<file path="config.mk">
export PLATFORM = sky130hd
export DESIGN_NAME = mandelbrot_escape_counter
export DESIGN_NICKNAME = d
export VERILOG_FILES = /design/src/sv/mec_pkg.sv /design/src/sv/mec_mul.sv /design/src/sv/mandelbrot_escape_counter.sv
export VERILOG_INCLUDE_DIRS = /design/src /design/src/sv
export SDC_FILE = /design/constraint.sdc
export NUM_CORES = 2
export LEC_CHECK = 0
export BUFFER_PORTS_ARGS = -buffer_cell sky130_fd_sc_hd__buf_2
export CAP_MARGIN = 40
export CORE_ASPECT_RATIO = 1.2
export CORE_MARGIN = 4
export CORE_UTILIZATION = 50
export CTS_CLUSTER_DIAMETER = 80
export DETAILED_ROUTE_END_ITERATION = 8
export GPL_TIMING_DRIVEN = 0
export PLACE_DENSITY_LB_ADDON = 0.05
export SLEW_MARGIN = 15
export SYNTH_ARGS = -nofsm -noshare
export SYNTH_HDL_FRONTEND = slang
export SYNTH_SLANG_ARGS = --single-unit
export TNS_END_PERCENT = 100
</file>
<file path="constraint.sdc">
create_clock -name i_clk -period 28.6 [get_ports i_clk]
set_input_delay 5.72 -clock i_clk [delete_from_list [all_inputs] [get_ports i_clk]]
set_output_delay 5.72 -clock i_clk [all_outputs]
set_load 0.01 [all_outputs]
</file>
<file path="src/sv/mandelbrot_escape_counter_macros.svh">
// ----------------------------------------------------------------------------
// Mandelbrot escape counter assertion macros
// Shared shorthands for the concurrent checks of the escape counter.
// ----------------------------------------------------------------------------
`ifndef MANDELBROT_ESCAPE_COUNTER_MACROS_SVH
`define MANDELBROT_ESCAPE_COUNTER_MACROS_SVH

// Same-cycle implication, checked outside reset.
`define MEC_ASSERT_IMP(label, clk, rst_n, ante, cons, msg) \
    label: assert property (@(posedge clk) disable iff (!rst_n) (ante) |-> (cons)) \
        else $error(msg);

// Next-cycle implication, checked outside reset.
`define MEC_ASSERT_NXT(label, clk, rst_n, ante, cons, msg) \
    label: assert property (@(posedge clk) disable iff (!rst_n) (ante) |=> (cons)) \
        else $error(msg);

`endif

</file>
<file path="src/sv/mec_pkg.sv">
// ----------------------------------------------------------------------------
// Mandelbrot escape counter package
// Widths, register indexes, reset values and the saturation helper.
// ----------------------------------------------------------------------------
`default_nettype none

package mec_pkg;

    // Data and product widths of the fixed-point datapath.
    localparam int DATA_W = 32;
    localparam int PROD_W = 2 * DATA_W;
    localparam int ITER_W = 16;
    localparam int PIX_W  = 10;
    localparam int IDX_W  = 3;

    // Default number of fractional bits (Q4.28).
    localparam int FRAC_BITS_DEF = 28;

    // Escape radius squared, in whole units.
    localparam int ESC_RADIUS_SQ = 4;

    typedef logic signed [DATA_W-1:0] t_data;
    typedef logic signed [PROD_W-1:0] t_prod;
    typedef logic        [ITER_W-1:0] t_iter;
    typedef logic        [PIX_W-1:0]  t_pix;

    // Configuration register indexes.
    typedef enum logic [IDX_W-1:0] {
        REG_MAX_ITER  = 3'd0,
        REG_RE_ORIGIN = 3'd1,
        REG_IM_ORIGIN = 3'd2,
        REG_RE_STEP   = 3'd3,
        REG_IM_STEP   = 3'd4
    } t_reg_idx;

    // Register reset values.
    localparam t_iter MAX_ITER_RST  = 16'd256;
    localparam t_data RE_ORIGIN_RST = -32'sd536870912;
    localparam t_data IM_ORIGIN_RST = -32'sd268435456;
    localparam t_data RE_STEP_RST   = 32'sd786432;
    localparam t_data IM_STEP_RST   = 32'sd699051;

    // Saturation bounds of a data word, held at product width.
    localparam t_prod SAT_HI = t_prod'({1'b0, {(DATA_W-1){1'b1}}});
    localparam t_prod SAT_LO = -SAT_HI - t_prod'(1);

    // Clamp a wide signed value into the data word range.
    function automatic t_data sat_data(input t_prod v);
        t_data r;
        if (v > SAT_HI) begin
            r = t_data'(SAT_HI[DATA_W-1:0]);
        end else if (v < SAT_LO) begin
            r = t_data'(SAT_LO[DATA_W-1:0]);
        end else begin
            r = t_data'(v[DATA_W-1:0]);
        end
        return r;
    endfunction

endpackage

`default_nettype wire

</file>
<file path="src/sv/mec_mul.sv">
// ----------------------------------------------------------------------------
// Mandelbrot escape counter multiplier
// Shared signed multiplier with a registered full-width product.
// ----------------------------------------------------------------------------
`default_nettype none

module mec_mul
    import mec_pkg::*;
(
    input  wire logic  i_clk,
    input  wire t_data i_a,
    input  wire t_data i_b,
    output t_prod      o_prod
);

    t_prod r_prod;

    // Exact product, ready in the cycle after the operands.
    always_ff @(posedge i_clk) begin
        r_prod <= t_prod'(i_a) * t_prod'(i_b);
    end

    assign o_prod = r_prod;

endmodule

`default_nettype wire

</file>
<file path="src/sv/mandelbrot_escape_counter.sv">
// ----------------------------------------------------------------------------
// Mandelbrot escape counter
// Maps a pixel to a complex point and counts escape-time iterations.
// ----------------------------------------------------------------------------
// A pixel is taken when start is high and busy is low. The block then works
// on that pixel alone and returns one item, marked by o_done for a single
// cycle. The receiver cannot stall, so it must take the item in that cycle.
// One 32 by 32 multiplier is shared by every product: states S_CRE to S_CAPT
// map the pixel to c, and each iteration multiplies x*x, y*y and x*y in turn
// and then spends S_UPD on the escape test and the update.
// ----------------------------------------------------------------------------
`default_nettype none

`include "mandelbrot_escape_counter_macros.svh"

module mandelbrot_escape_counter
    import mec_pkg::*;
#(
    parameter int FRAC_BITS = FRAC_BITS_DEF
)(
    input  wire logic             i_clk,
    input  wire logic             i_rst_n,
    // Pixel input
    input  wire logic             start,
    output logic                  busy,
    input  wire logic [PIX_W-1:0] i_col,
    input  wire logic [PIX_W-1:0] i_row,
    // Result output
    output logic                  o_done,
    output logic [ITER_W-1:0]     o_iterations,
    output logic                  o_inside_res,
    // Configuration write channel
    input  wire logic             i_cfg_valid,
    output logic                  o_cfg_ready,
    input  wire logic [IDX_W-1:0] i_cfg_index,
    input  wire logic [DATA_W-1:0] i_cfg_data
);

    // Escape limit on |z|^2 in the fixed-point scale.
    localparam t_prod ESC_LIMIT = t_prod'(ESC_RADIUS_SQ) <<< FRAC_BITS;

    typedef enum logic [7:0] {
        S_IDLE = 8'b0000_0001,
        S_CRE  = 8'b0000_0010,
        S_CIM  = 8'b0000_0100,
        S_CAPT = 8'b0000_1000,
        S_XX   = 8'b0001_0000,
        S_YY   = 8'b0010_0000,
        S_XY   = 8'b0100_0000,
        S_UPD  = 8'b1000_0000
    } t_state;

    // Configuration registers
    t_iter  r_max_iter;
    t_data  r_re_origin;
    t_data  r_im_origin;
    t_data  r_re_step;
    t_data  r_im_step;

    // Sequencer and datapath registers
    t_state r_state, n_state;
    t_iter  r_iter, n_iter;
    logic   r_done, n_done;
    logic   r_inside, n_inside;
    t_pix   r_col, n_col;
    t_pix   r_row, n_row;
    t_data  r_x, n_x;
    t_data  r_y, n_y;
    t_data  r_c_re, n_c_re;
    t_data  r_c_im, n_c_im;
    t_prod  r_xx, n_xx;
    t_prod  r_yy, n_yy;

    // Multiplier operands and product
    t_data  w_mul_a;
    t_data  w_mul_b;
    t_prod  w_prod;

    // Update terms
    t_prod  w_mag;
    t_prod  w_xy2;
    t_prod  w_new_x;
    t_prod  w_new_y;

    mec_mul u_mul (
        .i_clk  (i_clk),
        .i_a    (w_mul_a),
        .i_b    (w_mul_b),
        .o_prod (w_prod)
    );

    // Configuration writes are always accepted.
    assign o_cfg_ready = 1'b1;

    always_ff @(posedge i_clk) begin
        if (!i_rst_n) begin
            r_max_iter  <= MAX_ITER_RST;
            r_re_origin <= RE_ORIGIN_RST;
            r_im_origin <= IM_ORIGIN_RST;
            r_re_step   <= RE_STEP_RST;
            r_im_step   <= IM_STEP_RST;
        end else if (i_cfg_valid) begin
            case (t_reg_idx'(i_cfg_index))
                REG_MAX_ITER:  r_max_iter  <= i_cfg_data[ITER_W-1:0];
                REG_RE_ORIGIN: r_re_origin <= t_data'(i_cfg_data);
                REG_IM_ORIGIN: r_im_origin <= t_data'(i_cfg_data);
                REG_RE_STEP:   r_re_step   <= t_data'(i_cfg_data);
                REG_IM_STEP:   r_im_step   <= t_data'(i_cfg_data);
                default: ;
            endcase
        end
    end

    // Escape test and next z, formed from the stored squares and cross product.
    assign w_mag   = r_xx + r_yy;
    assign w_xy2   = w_prod >>> (FRAC_BITS - 1);
    assign w_new_x = r_xx - r_yy + t_prod'(r_c_re);
    assign w_new_y = w_xy2 + t_prod'(r_c_im);

    // Sequencer: steers the shared multiplier and updates z.
    always_comb begin
        n_state  = r_state;
        n_iter   = r_iter;
        n_done   = 1'b0;
        n_inside = r_inside;
        n_col    = r_col;
        n_row    = r_row;
        n_x      = r_x;
        n_y      = r_y;
        n_c_re   = r_c_re;
        n_c_im   = r_c_im;
        n_xx     = r_xx;
        n_yy     = r_yy;
        w_mul_a  = '0;
        w_mul_b  = '0;
        case (r_state)
            S_IDLE: begin
                if (start) begin
                    n_col   = i_col;
                    n_row   = i_row;
                    n_iter  = '0;
                    n_x     = '0;
                    n_y     = '0;
                    n_state = S_CRE;
                end
            end
            S_CRE: begin
                w_mul_a = t_data'({{(DATA_W-PIX_W){1'b0}}, r_col});
                w_mul_b = r_re_step;
                n_state = S_CIM;
            end
            S_CIM: begin
                w_mul_a = t_data'({{(DATA_W-PIX_W){1'b0}}, r_row});
                w_mul_b = r_im_step;
                n_c_re  = sat_data(t_prod'(r_re_origin) + w_prod);
                n_state = S_CAPT;
            end
            S_CAPT: begin
                w_mul_a = r_x;
                w_mul_b = r_x;
                n_c_im  = sat_data(t_prod'(r_im_origin) + w_prod);
                n_state = S_YY;
            end
            S_XX: begin
                w_mul_a = r_x;
                w_mul_b = r_x;
                n_state = S_YY;
            end
            S_YY: begin
                w_mul_a = r_y;
                w_mul_b = r_y;
                n_xx    = w_prod >>> FRAC_BITS;
                n_state = S_XY;
            end
            S_XY: begin
                w_mul_a = r_x;
                w_mul_b = r_y;
                n_yy    = w_prod >>> FRAC_BITS;
                n_state = S_UPD;
            end
            S_UPD: begin
                if (r_iter >= r_max_iter) begin
                    n_done   = 1'b1;
                    n_inside = 1'b1;
                    n_state  = S_IDLE;
                end else if (w_mag >= ESC_LIMIT) begin
                    n_done   = 1'b1;
                    n_inside = 1'b0;
                    n_state  = S_IDLE;
                end else begin
                    n_x     = sat_data(w_new_x);
                    n_y     = sat_data(w_new_y);
                    n_iter  = r_iter + t_iter'(1);
                    n_state = S_XX;
                end
            end
            default: begin
                n_state = S_IDLE;
            end
        endcase
    end

    // Control registers.
    always_ff @(posedge i_clk) begin
        if (!i_rst_n) begin
            r_state <= S_IDLE;
            r_iter  <= '0;
            r_done  <= 1'b0;
        end else begin
            r_state <= n_state;
            r_iter  <= n_iter;
            r_done  <= n_done;
        end
    end

    // Datapath registers.
    always_ff @(posedge i_clk) begin
        r_inside <= n_inside;
        r_col    <= n_col;
        r_row    <= n_row;
        r_x      <= n_x;
        r_y      <= n_y;
        r_c_re   <= n_c_re;
        r_c_im   <= n_c_im;
        r_xx     <= n_xx;
        r_yy     <= n_yy;
    end

    assign busy         = (r_state != S_IDLE);
    assign o_done       = r_done;
    assign o_iterations = r_iter;
    assign o_inside_res = r_inside;

    // Checks on the sequencer.
    `MEC_ASSERT_NXT(a_accept_busy, i_clk, i_rst_n, start && !busy, busy, "item taken but not busy")
    `MEC_ASSERT_IMP(a_done_idle, i_clk, i_rst_n, o_done, !busy, "result shown while busy")
    `MEC_ASSERT_NXT(a_done_pulse, i_clk, i_rst_n, o_done, !o_done, "result strobe held")
    `MEC_ASSERT_IMP(a_iter_bound, i_clk, i_rst_n, busy, r_iter <= r_max_iter, "count past limit")
    `MEC_ASSERT_IMP(a_inside_cnt, i_clk, i_rst_n, o_done && o_inside_res, o_iterations == r_max_iter, "inside item below limit")

endmodule

`default_nettype wire
</file>
; Yosys cells after proc, flatten, opt, wreduce, memory -nomap -nowiden
; Cells that the tools add are included.
[word_totals]
regBits = 454
word_cells = 93
in_bits = 59
[op_classes]
n_reduce_logical = 15
magnitude_cmp = 10
mul = 1
add_sub_neg = 7
mux = 26
eq_ne = 16
[op_table]
columns = op, n
row1 = 32-bit two-way mux, 11
row2 = 32-bit case mux with 4 select lines, 2
row3 = 32-bit by 64-bit adder with 64-bit output, 2
row4 = "64-bit by 32-bit > comparator with 1-bit output, second input constant", 2
row5 = "64-bit by 32-bit < comparator with 1-bit output, second input constant", 2
row6 = 32-bit case mux with 2 select lines, 2
row7 = 37-bit by 32-bit adder with 38-bit output, 2
row8 = "38-bit by 32-bit > comparator with 1-bit output, second input constant", 2
row9 = "38-bit by 32-bit < comparator with 1-bit output, second input constant", 2
row10 = 32-bit by 32-bit multiplier with 64-bit output, 1
row11 = 8-bit case mux with 7 select lines, 1
row12 = 16-bit two-way mux, 3
row13 = 36-bit by 36-bit adder with 37-bit output, 1
row14 = "37-bit by 32-bit >= comparator with 1-bit output, second input constant", 1
row15 = 36-bit by 36-bit subtractor with 37-bit output, 1
row16 = 16-bit case mux with 2 select lines, 1
row17 = "16-bit by 1-bit adder with 16-bit output, second input constant", 1
row18 = 16-bit >= comparator, 1
row19 = 2-bit AND reduction, 8
row20 = 5-bit two-way mux, 2
row21 = "8-bit by 1-bit equality test with 1-bit output, second input constant", 1
row22 = "8-bit by 2-bit equality test with 1-bit output, second input constant", 1
row23 = "8-bit by 3-bit equality test with 1-bit output, second input constant", 1
row24 = "8-bit by 4-bit equality test with 1-bit output, second input constant", 1
row25 = other kinds (16), 23

; Logic depth before layout (Yosys ltp)
[depth]
ltp_word = 8
depth_mapped = 36

; Cells and area by module
; Synthesis repeated with hierarchy kept, for this count alone.
[unflattened]
cells_unflattened = 7375
hier_area_um2 = 67131.9
[by_module_without_submodules]
columns = module, seq_area_each_um2, cells_each, instances, area_each_um2
row1 = mec_mul, 1281.2, 3922, 1, 37459.7
row2 = mandelbrot_escape_counter, 10019.6, 3453, 1, 29672.2

; Least setup slack after synthesis
; No wires, ideal clock.
[synth_timing]
kind = register -> register
start = register r_state[0]
end = register u_mul.r_prod[62], in the netlist u_mul.o_prod[62]
synth_period_minus_slack_ns = 10.040
setup_slack_ns = 18.560
stages_incl_launch_ff = 30
path_buffers = 3
arrival_time_ns = 9.911
setup_time_ns = 0.129
path_cell_list = dfxtp_1 -> nor3_1 -> and4b_1 -> clkbuf_1 -> clkbuf_1 -> clkbuf_1 -> a22oi_1 -> nor2_1 -> fa_1 -> fa_1 -> inv_1 -> fa_1 -> fa_1 -> inv_1 -> fa_1 -> fa_1 -> fa_1 -> fa_1 -> ha_1 -> a21o_1 -> a21o_1 -> a21oi_1 -> or3b_2 -> o2111ai_1 -> a31oi_1 -> a221oi_1 -> nand2b_1 -> or3_1 -> nor4b_1 -> nor4_1
[synth_between]
elab_chain_cells = 4
word_cells_on_any_way = 12
classes_between = mul (1) / eq/ne (6) / mux (2) / reduce/logical (3)
[synth_lines]
columns = element, line
row1 = start: declaration, mandelbrot_escape_counter.sv:61  ; t_state r_state, n_state;
row2 = start signal: assignment, mandelbrot_escape_counter.sv:210  ; r_state <= n_state;
row3 = "8-bit by 4-bit equality test with 1-bit output, or another cell as far along", mandelbrot_escape_counter.sv:136  ; case (r_state)
row4 = 3-bit OR reduction (no line) or 2-bit OR reduction (tied branches), --
row5 = 32-bit case mux with 4 select lines, mandelbrot_escape_counter.sv:136
row6 = 32-bit by 32-bit multiplier with 64-bit output (*), mec_mul.sv:20  ; r_prod <= t_prod'(i_a) * t_prod'(i_b);
row7 = end signal: assignment, mec_mul.sv:20
row8 = end: declaration, mec_mul.sv:16  ; t_prod r_prod;
; Every way passes the cells marked *; elsewhere a longest branch is shown, timed or not.
; A chain may end at the register's enable or synchronous reset.

; Worst setup path after layout
[layout_timing]
start = register r_state[0]
end = register u_mul.r_prod[63], in the netlist u_mul.o_prod[63]
; Same word-level chain as after synthesis.

==> impl_metrics.tcl <==
set metrics [dict create \
    grt_max_degree 63 \
    tritoncts "yes" \
    critPathSlowestCell "o31ai_1" \
    fin_crit_ns 12.44 \
    critPathMaxStageDelay_ns 0.75 \
    root_buffer "clkbuf_16" \
    worst_hold_slack_ns 0.457 \
    gp_congestion 1.02 \
    synth_edf_count 221 \
    slew_headroom_pct 23.1 \
    num_vias 56508 \
    slew_viol_final 0 \
    area_growth_pct 9.39 \
    largest_reg_flops 64 \
    synth_seq_cells 454 \
    clock_latency_ns 0.69 \
    setup_viol 0 \
    initial_utilization_pct 50.6 \
    final_layout_size_suffix_gt1_share_pct 6.04 \
    fin_tns_setup_ns 0 \
    track_usage_pct 38.1 \
    synthesis.nets 9112 \
    finalHoldViolCount 0 \
    async_flop_share_pct 0 \
    crit_arrival_ns 12.93 \
    clock_skew_ns 0.0948 \
    layout_setup_ws_ns 16.16 \
    worstSetupEndpointType "flop" \
    ys_types 108 \
    fillerInstances 12576 \
    worst_ir_drop_vdd_mv 0.0406 \
    ioPinCount 79 \
    yosysSeqAreaShare_pct 16.9 \
    post_drt_wl_per_cell_um 27.6 \
    cts_buffers 54 \
    required_ns 29.09 \
    synth-main-ff-cell "dfxtp_1" \
    grt_antenna_before_repair 9 \
    clk_pin_slew_ns 0.06 \
    run_status "finished, final reports clean" \
    grt-ovfl-total 0 \
    coreArea_um2 132000 \
    rsz0062_at_grt "no" \
    utilization_pct 55.3 \
    hp-class "reg -> reg" \
    grt_pass1_vias 57970 \
    synth_area_um2 67000 \
    die_y_um 409 \
    startpoint_type "flop" \
    critPathMaxFanout 10 \
    power_density_nw_per_um2 22.4 \
    drt-initial-drc-count 5287 \
    viasPerCell 5.89 \
    post-cts-setup-buffers 0 \
    yosysWarnings 0 \
    hold_buffers 0 \
    syn_area_per_cell_um2 8.94 \
    final_antenna_net_count 0 \
    die_w_um 342 \
    final_cells 9599 \
    place_inst 9484 \
    dr.pass1.iters 6 \
    finalCritPeriodShare_pct 43.5 \
    max_freq_mhz 80.4 \
    layout.nets 9393 \
    cap_violations 0 \
    post-place-ws_ns 16.50 \
    clock_sinks 454 \
    grt_pass1_wl_mm 387 \
    rows 146 \
    worstMarginPinSlew_ns 1.15 \
    drc_errors 0 \
    postRouteWirelength_mm 264 \
    crit_type "reg -> reg" \
    cpMostUsedCell "fa_1" \
    dieArea_um2 140000 \
    synth_cells 7493 \
    hpwl_mm 226 \
    htree_levels 2 \
    io_buffers 76 \
    post_cts_resized 0 \
    leakagePower_nw 34.5 \
    clk_path_buf_depth 3 \
]
-- cells in the mapped netlist, types with 34 or more instances --
master	instances	area, µm²
nor2b_1	34	213
o21bai_1	46	345
inv_1	1231	4620
fa_1	1122	22500
o21a_1	65	488
nor2_1	551	2070
dfxtp_1	233	4660
clkbuf_1	292	1100
o211ai_1	36	270
a221oi_1	48	420
a22o_1	63	552
nand4_1	69	432
a21oi_1	426	2130
a221o_1	47	470
and3_1	36	225
xor2_1	82	718
a211oi_1	41	308
nor3_1	70	350
and2_1	44	275
ha_1	438	5480
a21o_1	220	1650
nand2_1	1148	4310
xnor2_1	159	1390
edfxtp_1	221	6640
nand3_1	75	375
o21ai_0	158	791
-- critical path: cells and delay by family (launching register included) --
family	cells	cell delay, ns
AOI/OAI and AO/OA	12	3.41
and+or+nand+nor	4	0.87
xor gates and xnor gates	1	0.13
buffers and inverters	12	3.07
adders and majority gates	9	4.43
DFF	1	0.33
-- metrics by stage --
step	cell area (µm²)	power, mW
3_3_place_gp	69600	0.921
4_1_cts	73100	1.65
3_5_place_dp	71300	0.931
5_1_grt	73200	1.69
6_report	73200	1.64
2_1_floorplan	67000	0.836
-- path summary, 6_finish.rpt --
| check | startpoint | to | slack, ns | cells after the start |
|---|---|---|---|---|
| worst max-delay path | r_state[0] | u_mul.o_prod[63] | 16.16 | 38 |
| worst min-delay path | r_max_iter[4] | r_max_iter[4] | 0.46 | 2 |
| worst max register to register | r_state[0] | u_mul.o_prod[63] | 16.16 | 38 |
| worst min register to register | r_max_iter[4] | r_max_iter[4] | 0.46 | 2 |
-- cell usage in the layout, fill, tap and decap left out, types with 220 or more instances in the layout --
cell / count
dfxtp_1: 231
a21oi_1: 426
inv_1: 1230
edfxtp_1: 221
clkbuf_1: 295
nor2_1: 550
nand2_1: 1147
fa_1: 1121
ha_1: 438
a21o_1: 220
-- routing by layer --
metal,part of all wire (%),vias up,track usage (%),wire (µm)
met5,0.0095,-,0,25
met1,38,28319,47.4,100000
met2,46,2513,62.0,123000
li1,-,24972,-,-
met3,7.7,700,5.96,20200
met4,8.0,4,24.0,21300
-- logic make-up (layout without fill, tap and decap cells) --
logic type	after synthesis	in the layout	synth area share, %
and+or+nand+nor	2214	2214	14.3
buffers and inverters	1577	1903	8.97
adders and majority gates	1560	1560	41.7
AOI/OAI and AO/OA	1429	1429	14.7
DFF	454	454	16.9
xor gates and xnor gates	242	242	3.18
muxes	16	16	0.247
other	1	5	0.00560
-- layout make-up --
cell class,count,area [µm²],area share [%]
Multi-Input combinational cell,5462,49800,68.0
Sequential cell,454,11300,15.4
Inverter,1233,4630,6.32
Tap cell,1776,2220,3.03
Timing Repair Buffer,225,2030,2.77
Clock buffer,65,1440,1.97
Buffer,344,1380,1.89
Clock inverter,36,393,0.536
Antenna cell,4,10.0,0.0137
-- report_power, final --
| part | switching, mW | internal (mW) | leakage [nW] |
|---|---|---|---|
| logic | 0.141 | 0.0610 | 29.8 |
| registers | 0.0211 | 0.700 | 3.81 |
| clock network | 0.315 | 0.404 | 0.900 |
Power figures use the tool's default switching activity.
